[src/rtl/bscd_pkg.sv]
// ----------------------------------------------------------------------------
// bscd_pkg: shared types and constants of the coverage density block
// Field widths, saturation limits, the control state type and the result
// record passed from the control logic to the accumulator.
// ----------------------------------------------------------------------------
package bscd_pkg;

    localparam int unsigned LenW    = 13;
    localparam int unsigned ProbW   = 24;
    localparam int unsigned OffW    = 12;
    localparam int unsigned SumW    = 25;
    localparam int unsigned CntW    = 5;
    localparam int unsigned CfgIdxW = 1;

    localparam logic [OffW-1:0]  OffMax   = {OffW{1'b1}};
    localparam logic [ProbW-1:0] CovMax   = {ProbW{1'b1}};
    localparam logic [SumW-1:0]  SumMax   = {SumW{1'b1}};
    localparam logic [CntW-1:0]  DivLast  = CntW'(ProbW - 1);

    localparam logic [LenW-1:0] MinLenRst = 13'd1;
    localparam logic [LenW-1:0] MaxLenRst = 13'd4096;

    localparam logic [CfgIdxW-1:0] CfgMinLen = 1'b0;
    localparam logic [CfgIdxW-1:0] CfgMaxLen = 1'b1;

    typedef enum logic [1:0] {
        ST_IDLE,
        ST_DIV,
        ST_ACC
    } t_state;

    typedef struct packed {
        logic [OffW-1:0] position;
        logic [OffW-1:0] mirror_position;
    } t_offsets;

endpackage

[src/rtl/bscd_div_serial.sv]
// ----------------------------------------------------------------------------
// bscd_div_serial: bit-serial restoring divider
// Shifts the dividend through a register one bit per cycle and develops one
// quotient bit per cycle against a 13-bit divisor.
// ----------------------------------------------------------------------------
module bscd_div_serial
    import bscd_pkg::*;
(
    input  logic             i_clk,
    input  logic             i_rst_n,
    input  logic             i_start,
    input  logic [ProbW-1:0] i_dividend,
    input  logic [LenW-1:0]  i_divisor,
    output logic             o_done,
    output logic [ProbW-1:0] o_quotient
);

    logic             r_busy;
    logic             r_done;
    logic [CntW-1:0]  r_cnt;
    logic [LenW-1:0]  r_rem;
    logic [LenW-1:0]  r_dvs;
    logic [ProbW-1:0] r_quo;

    logic [LenW:0]    w_shift;
    logic [LenW+1:0]  w_diff;
    logic             w_fit;

    assign w_shift = {r_rem, r_quo[ProbW-1]};
    assign w_diff  = {1'b0, w_shift} - {2'b00, r_dvs};
    assign w_fit   = ~w_diff[LenW+1];

    always_ff @(posedge i_clk) begin
        if (!i_rst_n) begin
            r_busy <= 1'b0;
            r_done <= 1'b0;
            r_cnt  <= '0;
        end else begin
            r_done <= 1'b0;
            if (i_start) begin
                r_busy <= 1'b1;
                r_cnt  <= '0;
            end else if (r_busy) begin
                r_cnt <= r_cnt + 1'b1;
                if (r_cnt == DivLast) begin
                    r_busy <= 1'b0;
                    r_done <= 1'b1;
                end
            end
        end
    end

    always_ff @(posedge i_clk) begin
        if (i_start) begin
            r_rem <= '0;
            r_dvs <= i_divisor;
            r_quo <= i_dividend;
        end else if (r_busy) begin
            r_rem <= w_fit ? w_diff[LenW-1:0] : w_shift[LenW-1:0];
            r_quo <= {r_quo[ProbW-2:0], w_fit};
        end
    end

    assign o_done     = r_done;
    assign o_quotient = r_quo;

endmodule

[src/rtl/bscd_accum.sv]
// ----------------------------------------------------------------------------
// bscd_accum: saturating running sum and output register
// Adds each quotient to the running sum, clearing it first on a flagged
// beat, and holds the result beat until the downstream side takes it.
// ----------------------------------------------------------------------------
module bscd_accum
    import bscd_pkg::*;
(
    input  logic              i_clk,
    input  logic              i_rst_n,
    input  logic              i_load,
    input  logic              i_first,
    input  logic [ProbW-1:0]  i_addend,
    input  t_offsets          i_offsets,
    input  logic              i_tready,
    output logic              o_free,
    output logic              o_tvalid,
    output logic [47:0]       o_tdata
);

    logic [SumW-1:0]  r_sum;
    logic [SumW-1:0]  n_sum;
    logic             r_valid;
    t_offsets         r_offsets;
    logic [ProbW-1:0] r_cov;

    logic [SumW-1:0]  w_base;
    logic [SumW:0]    w_total;

    assign o_free  = ~r_valid | i_tready;
    assign w_base  = i_first ? '0 : r_sum;
    assign w_total = {1'b0, w_base} + {2'b00, i_addend};
    assign n_sum   = w_total[SumW] ? SumMax : w_total[SumW-1:0];

    always_ff @(posedge i_clk) begin
        if (!i_rst_n) begin
            r_sum   <= '0;
            r_valid <= 1'b0;
        end else begin
            if (i_load) begin
                r_sum   <= n_sum;
                r_valid <= 1'b1;
            end else if (i_tready) begin
                r_valid <= 1'b0;
            end
        end
    end

    always_ff @(posedge i_clk) begin
        if (i_load) begin
            r_offsets <= i_offsets;
            r_cov     <= n_sum[SumW-1] ? CovMax : n_sum[ProbW-1:0];
        end
    end

    assign o_tvalid = r_valid;
    assign o_tdata  = {r_cov, r_offsets.mirror_position, r_offsets.position};

endmodule

[src/rtl/binding_site_coverage_density.sv]
// An accepted in-range beat passes through the 24-step bit-serial divider and then
// the accumulate step to its result beat; an out-of-range length skips the divider,
// and either waits while the output register is held. Beats are taken singly:
// a beat is accepted only after the previous one has left the accumulate step.
// Reset (synchronous, active low) clears the running sum and the output beat
// and returns min_len to 1 and max_len to 4096.
// ----------------------------------------------------------------------------
// binding_site_coverage_density: fragment-length table to coverage density
// Divides each probability by its length, accumulates the quotients and
// emits the sum at the forward and mirrored offsets.
// ----------------------------------------------------------------------------
module binding_site_coverage_density
    import bscd_pkg::*;
#(
    parameter int unsigned MAX_LEN = 4096
) (
    input  logic               i_clk,
    input  logic               i_rst_n,
    input  logic               i_cfg_wr_en,
    input  logic [CfgIdxW-1:0] i_cfg_index,
    input  logic [LenW-1:0]    i_cfg_data,
    input  logic               s_axis_tvalid,
    output logic               s_axis_tready,
    input  logic [39:0]        s_axis_tdata,  // length[12:0], probability[36:13], zero pad
    input  logic               s_axis_tuser,  // first
    output logic               m_axis_tvalid,
    input  logic               m_axis_tready,
    output logic [47:0]        m_axis_tdata   // position, mirror_position, coverage
);

    t_state           r_state;
    t_state           n_state;
    logic [LenW-1:0]  r_min_len;
    logic [LenW-1:0]  r_max_len;
    logic             r_first;
    logic             r_inside;
    t_offsets         r_offsets;

    logic [LenW-1:0]  w_len;
    logic [ProbW-1:0] w_prob;
    logic             w_accept;
    logic             w_inside;
    logic [LenW-1:0]  w_pos_raw;
    logic [LenW-1:0]  w_mir_raw;
    t_offsets         w_offsets;
    logic             w_div_start;
    logic             w_div_done;
    logic [ProbW-1:0] w_quotient;
    logic             w_acc_load;
    logic             w_acc_free;

    assign w_len    = s_axis_tdata[LenW-1:0];
    assign w_prob   = s_axis_tdata[LenW+ProbW-1:LenW];
    assign w_accept = s_axis_tvalid & s_axis_tready;

    assign w_inside = (w_len != '0) && (w_len >= r_min_len) && (w_len <= r_max_len)
                      && (32'(w_len) <= 32'(MAX_LEN));

    assign w_pos_raw = (w_len == '0) ? '0 : w_len - 1'b1;
    assign w_mir_raw = (r_max_len > w_len) ? r_max_len - w_len : '0;
    assign w_offsets.position        = w_pos_raw[LenW-1] ? OffMax : w_pos_raw[OffW-1:0];
    assign w_offsets.mirror_position = w_mir_raw[LenW-1] ? OffMax : w_mir_raw[OffW-1:0];

    always_ff @(posedge i_clk) begin
        if (!i_rst_n) begin
            r_min_len <= MinLenRst;
            r_max_len <= MaxLenRst;
        end else if (i_cfg_wr_en) begin
            case (i_cfg_index)
                CfgMinLen: r_min_len <= i_cfg_data;
                CfgMaxLen: r_max_len <= i_cfg_data;
                default:   ;
            endcase
        end
    end

    always_ff @(posedge i_clk) begin
        if (!i_rst_n) begin
            r_state <= ST_IDLE;
        end else begin
            r_state <= n_state;
        end
    end

    always_ff @(posedge i_clk) begin
        if (w_accept) begin
            r_first   <= s_axis_tuser;
            r_inside  <= w_inside;
            r_offsets <= w_offsets;
        end
    end

    always_comb begin
        n_state = r_state;
        case (r_state)
            ST_IDLE: begin
                if (w_accept) begin
                    n_state = w_inside ? ST_DIV : ST_ACC;
                end
            end
            ST_DIV: begin
                if (w_div_done) begin
                    n_state = ST_ACC;
                end
            end
            ST_ACC: begin
                if (w_acc_free) begin
                    n_state = ST_IDLE;
                end
            end
            default: n_state = ST_IDLE;
        endcase
    end

    always_comb begin
        s_axis_tready = 1'b0;
        w_div_start   = 1'b0;
        w_acc_load    = 1'b0;
        case (r_state)
            ST_IDLE: begin
                s_axis_tready = 1'b1;
                w_div_start   = s_axis_tvalid & w_inside;
            end
            ST_ACC: begin
                w_acc_load = w_acc_free;
            end
            default: ;
        endcase
    end

    bscd_div_serial u_div (
        .i_clk      (i_clk),
        .i_rst_n    (i_rst_n),
        .i_start    (w_div_start),
        .i_dividend (w_prob),
        .i_divisor  (w_len),
        .o_done     (w_div_done),
        .o_quotient (w_quotient)
    );

    bscd_accum u_acc (
        .i_clk     (i_clk),
        .i_rst_n   (i_rst_n),
        .i_load    (w_acc_load),
        .i_first   (r_first),
        .i_addend  (r_inside ? w_quotient : '0),
        .i_offsets (r_offsets),
        .i_tready  (m_axis_tready),
        .o_free    (w_acc_free),
        .o_tvalid  (m_axis_tvalid),
        .o_tdata   (m_axis_tdata)
    );

endmodule

[config.mk]
export PLATFORM = sky130hd
export DESIGN_NAME = binding_site_coverage_density
export DESIGN_NICKNAME = d
export VERILOG_FILES = /design/src/rtl/bscd_pkg.sv /design/src/rtl/bscd_div_serial.sv /design/src/rtl/bscd_accum.sv /design/src/rtl/binding_site_coverage_density.sv
export SDC_FILE = /design/constraint.sdc
export NUM_CORES = 1
export LEC_CHECK = 0
export ABC_CLOCK_PERIOD_IN_PS = 7550
export BUFFER_PORTS_ARGS = -buffer_cell sky130_fd_sc_hd__buf_4
export CORE_MARGIN = 5
export CORE_UTILIZATION = 50
export CTS_CLUSTER_SIZE = 10
export DETAILED_ROUTE_END_ITERATION = 10
export MAX_ROUTING_LAYER = met4
export PLACE_DENSITY_LB_ADDON = 0.05
export SLEW_MARGIN = 20
export SYNTH_ARGS = -nofsm -noshare
export SYNTH_HDL_FRONTEND = slang
export SYNTH_SLANG_ARGS = --single-unit
[constraint.sdc]
create_clock -name i_clk -period 7.55 [get_ports i_clk]
set_clock_uncertainty 0.2 [all_clocks]
set_input_delay 1.51 -clock i_clk [delete_from_list [all_inputs] [get_ports i_clk]]
set_output_delay 1.51 -clock i_clk [all_outputs]
set_load 0.005 [all_outputs]
==> Word level (Yosys, flattened, before mapping) <==
Cells that the tools add are included.
{ "totals": {"input_bits": 60, "regBits": 185, "output_inout_bits": 50} }
{ "op_classes": {"n_eq_ne": 6, "bitwise_logic": 8, "order_cmp": 4, "mux": 22, "n_reduce_logical": 13, "n_addsub": 5} }
{ "op_table": {"columns": ["op", "count"], "rows": [
  ["$mux W24", 3],
  ["$mux W25", 2],
  ["$mux W13", 3],
  ["$add A25 B24 Y26", 1],
  ["$sub A14 B13 Y15", 1],
  ["$ge A13 B13 Y1", 1],
  ["$gt A13 B13 Y1", 1],
  ["$le A13 B13 Y1", 1],
  ["$le A13 B13 Y1 const B", 1],
  ["$logic_not A13 Y1", 1],
  ["$reduce_bool A13 Y1", 1],
  ["$sub A13 B1 Y13 const B", 1],
  ["$sub A13 B13 Y13", 1],
  ["$mux W1", 9],
  ["$mux W2", 4],
  ["$pmux W2 S3", 1],
  ["$add A5 B1 Y5 const B", 1],
  ["$eq A5 B5 Y1 const B", 1],
  ["$not A1 Y1", 5],
  ["$ne A2 B2 Y1 const B", 2],
  ["$reduce_and A2 Y1", 2],
  ["$reduce_bool A2 Y1", 2],
  ["$logic_and A1 B1 Y1", 3],
  ["$reduce_and A3 Y1", 1],
  ["8 further kinds", 9]
]} }

==> Longest topological paths before layout <==
Gate-level depths: netlist (run 1).
{ "logic_depth": {"depth_word": 7, "ltp_mapped": 14, "ltp_nobuf": 12} }

==> Hierarchy <==
Synthesis (run 1) repeated with hierarchy kept, for this count alone.
{ "unflattened": {"hier_cells": 1048, "hier_area_um2": 10426.2} }
{ "by_module_without_submodules": {"columns": ["module", "instances", "cells_each", "area_each_um2"], "rows": [
  ["bscd_accum", 1, 400, 4085.2],
  ["binding_site_coverage_density", 1, 394, 3413.3],
  ["bscd_div_serial", 1, 254, 2927.8]
]} }

==> Least setup slack after synthesis (run 1) <==
OpenSTA, ideal clock, no wires.
{ "synth_path": {"path_type": "input port to flip-flop", "startpoint": "input port s_axis_tdata[1]", "endpoint": "register u_div.r_quo[0], in the netlist u_div.o_quotient[0], enable pin", "path_stages": 11, "path_slack_ns": 2.949, "arrival_ns": 3.976, "n_path_buf": 1, "path_cell_list": "inv_1 ha_1 nor2b_1 o21ai_2 a21boi_1 or4_1 and3_1 or2_4 o211ai_4 buf_2 nand2_1"} }
{ "synth_between": {"elab_chain_cells": 7, "word_cells_on_any_way": 10, "classes_between": "order compare: 3; mux: 1; bitwise: 1; reduce/logical: 5"} }
{ "synth_lines": {"columns": ["item", "line", "text"], "rows": [
  ["from (decl)", "binding_site_coverage_density.sv:24", "input logic [39:0] s_axis_tdata,"],
  ["$ge A13 B13 Y1 or $reduce_bool A13 Y1 (tied branches)", "binding_site_coverage_density.sv:56", "assign w_inside = (w_len != '0) && (w_len >= r_min_len) && (w_len <= r_max_len)"],
  ["$logic_and A1 B1 Y1 (2 in a row)", "binding_site_coverage_density.sv:56", null],
  ["$logic_and A1 B1 Y1 (*)", "binding_site_coverage_density.sv:57", "&& (32'(w_len) <= 32'(MAX_LEN));"],
  ["$and A1 B1 Y1 (*)", "binding_site_coverage_density.sv:122", "w_div_start = s_axis_tvalid & w_inside;"],
  ["$mux W1 (*)", "binding_site_coverage_density.sv:119", "case (r_state)"],
  ["$reduce_bool A2 Y1 (no line) (*)", null, null],
  ["to (signal assigned)", "bscd_div_serial.sv:57", "r_quo <= i_dividend;"],
  ["to (signal assigned)", "bscd_div_serial.sv:60", "r_quo <= {r_quo[ProbW-2:0], w_fit};"],
  ["to (decl)", "bscd_div_serial.sv:23", "logic [ProbW-1:0] r_quo;"]
]} }
Every way passes the cells marked *; elsewhere a longest branch is shown, timed or not.
A chain may end at the register's enable or synchronous reset.

==> Worst setup path after layout (run 1) <==
{ "layout_path": {"startpoint": "input port s_axis_tdata[1]", "endpoint": "register u_div.r_quo[6], in the netlist u_div.o_quotient[6], data pin"} }
{ "layout_between": {"elab_chain_cells": 7, "word_cells_on_any_way": 10, "classes_between": "order compare: 3; mux: 2; bitwise: 1; reduce/logical: 4"} }
{ "layout_lines": {"columns": ["item", "line", "text"], "rows": [
  ["$ge A13 B13 Y1 or $reduce_bool A13 Y1 (tied branches)", "binding_site_coverage_density.sv:56", null],
  ["$logic_and A1 B1 Y1 (2 in a row)", "binding_site_coverage_density.sv:56", null],
  ["$logic_and A1 B1 Y1 (*)", "binding_site_coverage_density.sv:57", null],
  ["$and A1 B1 Y1 (*)", "binding_site_coverage_density.sv:122", null],
  ["$mux W1 (*)", "binding_site_coverage_density.sv:119", null],
  ["$mux W24 (*)", "bscd_div_serial.sv:54", "if (i_start) begin"]
]} }
Marks and branches as above.

==> out/summary.txt, run 1 <==
Global route overflow -> 0
Ys async rst share -> 0%
Die Ht -> 152.1 µm
WHS -> 0.2123 ns
Detailed Route Iter0 Violations -> 322
Htree depth -> 4
Crit path buf inv count -> 3
Outcome -> complete, no violations
Maximum VDD drop -> 0.0001510 V
Post-route cell area -> 0.01167 mm²
Worst-Skew Late Latency -> 0.44 ns
Dpl hpwl -> 15,960 µm
CTS buffer count -> 17
Slew headroom -> 32.42%
Largest stage delay, worst path -> 0.49 ns
RSZ-0062 raised after global routing -> false
Fin. max-slew vios -> 0
Leak -> 4.747 nW
Cells along the critical path -> buf_4, inv_1, ha_1, nor2b_1, o21ai_2, a21boi_1, or4_1, and3_1, or2_4, o211ai_4, inv_4, mux2_4
Yosys cell types -> 69
DR WL/cell -> 16.55 µm
CP required -> 7.53 ns
Commonest non-fill, non-tap cell in the layout -> nand2_1
Initial cell density of the core -> 50.39%
Setup crit end kind -> flip-flop
Synth area leader -> edfxtp_1
Routability cong. -> 0.8603
Critical path arrival -> 4.64 ns
Fmax -> 214.5 MHz
Number of remaining DRC errors -> 0
Post-synth EDFFs -> 111
DRT antenna net count -> 0
Antenna Cells -> 0
Min-delay worst type -> flip-flop to flip-flop
Post-synthesis register bit count -> 185
Final Routed Wirelength -> 22,570 µm
Commonest cells after routing, fill and taps aside -> nand2_1 (122), edfxtp_1 (111), buf_4 (110), dfxtp_1 (73), ha_1 (65)
Max_cap viols -> 0
Fill cell count -> 1,792
Vias per cell -> 5.402
Post-CTS Hold Buffers -> 0
Largest net degree at the start of global routing -> 78
I/O pin cnt -> 110
Syn Inst Count -> 988
Final hold vios -> 0
Root Driver -> clkbuf_16
Pwr/cell area -> 235.0 mW/mm²
Post_cts resized -> 0
Critical path type -> input port to flip-flop
Number of antenna violations at the first check in global routing -> 0
Die X -> 152.1 µm
Yosys warning total -> 0
Fin Setup TNS -> 0 ns
# rows -> 52
Peak fanout along the critical path -> 47
Fin crit period -> 4.662 ns
Slowest library cell on the worst path -> or4_1
Ratio of cells with drive above 1 in the final layout -> 17.18%
Vias in the first global route -> 7,292
Synthesis-to-finish area growth -> 15.60%
Mapped Nets -> 1,116
Leading post-synthesis cells by cell area -> edfxtp_1 (33%), dfxtp_1 (15%), ha_1 (8.1%)
Drt pass-1 iters -> 4
Startpoint types -> input port
I/O Buffers -> 106
Delay-heaviest family, CP -> simple AND/OR/NAND/NOR gates
Setup Fix Bufs, Post-CTS -> 0
# nets final -> 1,209
Final core occ -> 58.25%
Top cell type's share of synthesized area -> 33.01%
Final setup violating endpoints -> 0
First-pass GRT wire length -> 36,920 µm
Via count -> 7,369
Sequential cell area fraction in the yosys report -> 47.68%
Area of the core -> 0.02004 mm²
Clock Sink Count -> 185
Syn avg cell area -> 10.22 µm²
Fin crit share -> 61.75%
CTS tree -> done
Cell Area, Synth -> 0.01010 mm²
Clk slew on worst S/H paths -> 0.07 ns
Die area -> 0.02314 mm²
Maximum buffer depth of the clock tree -> 2
Top_reg_cell synth -> edfxtp_1
Tightest Pin Transition -> 1.014 ns
Cell Area, Placed -> 0.01110 mm²
Tot GR Track Use -> 20.05%
-- cells by family after synthesis --
logic type               count (synthesis)  share of synthesized area, %
AND/OR/NAND/NOR                        315                         15.24
XOR/XNOR                                43                         3.729
flip-flops                             185                         47.68
multiplexers                            28                         3.767
buffers and inverters                   87                         3.556
adder cells (fa/ha/maj)                 70                         8.847
AO/OA/AOI/OAI                          260                         17.19
-- per-layer routing --
| layer | wire (µm) | GRT usage (%) |
|---|---|---|
| met4 | 331 | 5.265 |
| met2 | 11010 | 33.43 |
| met1 | 10440 | 25.22 |
| met5 | 0 | - |
| met3 | 793 | 3.868 |
-- Yosys cell counts, types with 4 or more instances --
library cell	n
nand2_1	122
and3_1	9
a21o_1	10
xnor2_1	29
mux2_4	18
xor2_1	14
or3_1	5
nor2b_1	32
a31oi_1	5
dfxtp_1	74
o31a_1	6
o211ai_1	7
o21a_1	25
buf_2	6
a211oi_1	21
o21ai_0	57
mux2_2	8
nand4_1	7
o311a_1	4
o221a_2	6
edfxtp_1	111
nor3_1	17
o31ai_1	4
clkbuf_1	26
nand2b_1	15
nand3_1	11
ha_1	65
and2_1	28
a21boi_0	29
inv_1	50
a21oi_1	61
nor2_1	53
-- through the flow --
step | worst slack [ns] | instances | power (mW)
global placement | 2.386 | 1332 | 1.891
finish | 2.888 | 1364 | 2.743
CTS | 2.826 | 1364 | 2.764
detailed placement | 2.371 | 1332 | 1.899
global route | 2.706 | 1364 | 2.905
floorplan | 2.949 | 988 | 1.726
-- registers in the layout, summed over array words and instances, names as in the netlist --
name	cells
u_acc.o_tvalid	1
r_inside	1
u_div.r_rem	13
u_acc.o_tdata	24
r_min_len	13
u_div.r_busy	1
r_state	2
u_div.r_dvs	13
r_first	1
u_div.o_quotient	24
u_div.r_cnt	5
r_offsets	24
u_acc.r_cov	24
u_acc.r_sum	25
r_max_len	13
u_div.o_done	1
-- final timing paths --
| kind | endpoint | startpoint | slack (ns) | cells past startpoint |
|---|---|---|---|---|
| max reg2reg | u_acc.r_cov[20] | r_first | 3.10 | 10 |
| min | u_acc.o_tdata[20] | r_offsets[8] | 0.21 | 0 |
| min reg2reg | u_acc.o_tdata[20] | r_offsets[8] | 0.21 | 0 |
| max | u_div.o_quotient[6] | s_axis_tdata[1] | 2.89 | 12 |
-- worst register-to-register path, cell delays in order (launching register included) --
cell and delay, ns:
edfxtp_1 1.02, nor2b_1 0.19, ha_1 0.35, a211oi_1 0.21, o21bai_1 0.16, o2111ai_1 0.46
a211oi_1 0.19, o41a_1 0.50, nor3_1 0.19, mux2_2 0.59, nand2b_1 0.15
-- layout make-up --
class / instances / area, µm² / share of cell area, %
clock buffers: 22 / 475.5 / 4.073
multi-input cells: 716 / 4932 / 42.25
well taps: 270 / 337.8 / 2.894
clock inverters: 10 / 92.59 / 0.7931
repair buffers: 110 / 825.8 / 7.074
inverters: 51 / 193.9 / 1.661
flip-flops and latches: 185 / 4816 / 41.25
-- report_power, final --
group / switching [mW] / internal, mW / leakage, nW
sequential: 0.0593 / 1.18 / 1.64
clock: 0.380 / 0.484 / 0.280
combinational: 0.348 / 0.289 / 2.83
No activity file was read; power rests on OpenSTA's default activity.
==> run 2: changes to the inputs <==
ABC_CLOCK_PERIOD_IN_PS = 4130   (was 7550)
clock period = 4.13 ns   (was 7.55 ns; I/O delays follow)
==> out/summary.txt, run 2 (synthesis gave the netlist of run 1 again) <==
DR WL/cell -> 16.26 µm
CTS tree -> done
Peak fanout along the critical path -> 20
Commonest cells after routing, fill and taps aside -> buf_4 (123), nand2_1 (122), edfxtp_1 (111), dfxtp_1 (74), ha_1 (65)
Vias per cell -> 5.313
Cells along the critical path -> nor2b_1, ha_1, a211oi_1, o21bai_1, o2111ai_1, a211oi_1, o41a_1, nor3_1, mux2_2, buf_12, nand2_1
CP required -> 4.10 ns
Fin Setup TNS -> 0 ns
Slew headroom -> 36.79%
Post_cts resized -> 0
Min-delay worst type -> flip-flop to flip-flop
Tightest Pin Transition -> 0.9414 ns
Post-CTS Hold Buffers -> 0
Pwr/cell area -> 426.2 mW/mm²
Initial cell density of the core -> 50.39%
Fin crit share -> 89.00%
Worst-Skew Late Latency -> 0.43 ns
# rows -> 52
DRT antenna net count -> 0
Die X -> 152.1 µm
Setup Fix Bufs, Post-CTS -> 0
Number of antenna violations at the first check in global routing -> 0
WHS -> 0.2189 ns
Largest Register -> u_acc.r_sum
First-pass GRT wire length -> 37,200 µm
Area of the core -> 0.02004 mm²
# nets final -> 1,224
Die area -> 0.02314 mm²
Routability cong. -> 0.9157
Clk slew on worst S/H paths -> 0.06 ns
Slowest library cell on the worst path -> edfxtp_1
Critical path type -> flip-flop to flip-flop
RSZ-0062 raised after global routing -> false
Final setup violating endpoints -> 0
Number of remaining DRC errors -> 0
Commonest non-fill, non-tap cell in the layout -> buf_4
Largest net degree at the start of global routing -> 76
Startpoint types -> flip-flop
Fin crit period -> 3.676 ns
Via count -> 7,326
I/O pin cnt -> 110
Most frequent CP cell -> a211oi_1
Max reg flops -> 25
Vias in the first global route -> 7,335
Ratio of cells with drive above 1 in the final layout -> 17.76%
Maximum VDD drop -> 0.0002966 V
PnR worst setup slack -> 0.4542 ns
Leak -> 4.816 nW
Clock Sink Count -> 185
DP Worst Slack -> 0.1579 ns
Htree depth -> 4
Dpl hpwl -> 16,540 µm
I/O Buffers -> 106
Largest stage delay, worst path -> 0.55 ns
Final Routed Wirelength -> 22,420 µm
Maximum buffer depth of the clock tree -> 2
Fin. max-slew vios -> 0
Final hold vios -> 0
Drt pass-1 iters -> 4
Fmax -> 272.0 MHz
Global route overflow -> 0
Antenna Cells -> 0
CTS buffer count -> 17
Die Ht -> 152.1 µm
Setup crit end kind -> flip-flop
Tot GR Track Use -> 20.21%
Detailed Route Iter0 Violations -> 296
Root Driver -> clkbuf_16
Max_cap viols -> 0
Critical path arrival -> 3.64 ns
Synthesis-to-finish area growth -> 16.83%
Outcome -> complete, no violations
-- run 2: layout make-up --
type                       count  area (µm²)
inverter                      51       193.9
timing repair buffer         125       963.4
fill                        1778        8242
clock buffer                  22       454.2
clock inverter                10       101.3
tap                          270       337.8
sequential                   185        4815
multi-input combinational    716        4932
-- run 2: worst max-delay path, delay by kind of cell (launching register included) --
| family | cells | cell delay [ns] |
|---|---|---|
| adders and majority gates | 1 | 0.29 |
| muxes | 1 | 0.21 |
| and+or+nand+nor | 3 | 0.51 |
| buffers and inverters | 1 | 0.16 |
| AOI/OAI and AO/OA | 5 | 1.50 |
| DFF | 1 | 0.55 |
-- run 2: layer usage --
layer / GRT usage [%] / routed length [µm] / up-vias
met2: 34.70 / 11090 / 111
met3: 3.697 / 724 / 14
met1: 25.19 / 10390 / 3429
met4: 4.110 / 220 / 0
met5: - / 0 / -
li1: - / - / 3772
-- run 2: power by group --
group	internal [mW]	switching, mW	total (mW)
Combinational	0.548	0.649	1.20
Clock	0.900	0.672	1.57
Sequential	2.16	0.0967	2.26
Total	3.61	1.42	5.03
-- run 2: final timing paths --
check | slack (ns) | end | depth (start not counted) | startpoint
min | 0.22 | u_acc.o_tdata[23] | 0 | r_offsets[11]
max reg2reg | 0.45 | u_acc.r_cov[23] | 11 | r_first
max | 0.45 | u_acc.r_cov[23] | 11 | r_first
min reg2reg | 0.22 | u_acc.o_tdata[23] | 0 | r_offsets[11]
-- run 2: per-stage QoR --
stage / total power, mW / utilization, % / area [µm²] / instances
2_1_floorplan: 3.155 / - / 10100 / 988
3_5_place_dp: 3.495 / 56.10 / 11240 / 1347
4_1_cts: 5.066 / 58.87 / 11800 / 1379
6_report: 5.028 / 58.87 / 11800 / 1379
3_3_place_gp: 3.480 / 56.10 / 11240 / 1347
5_1_grt: 5.335 / 58.87 / 11800 / 1379
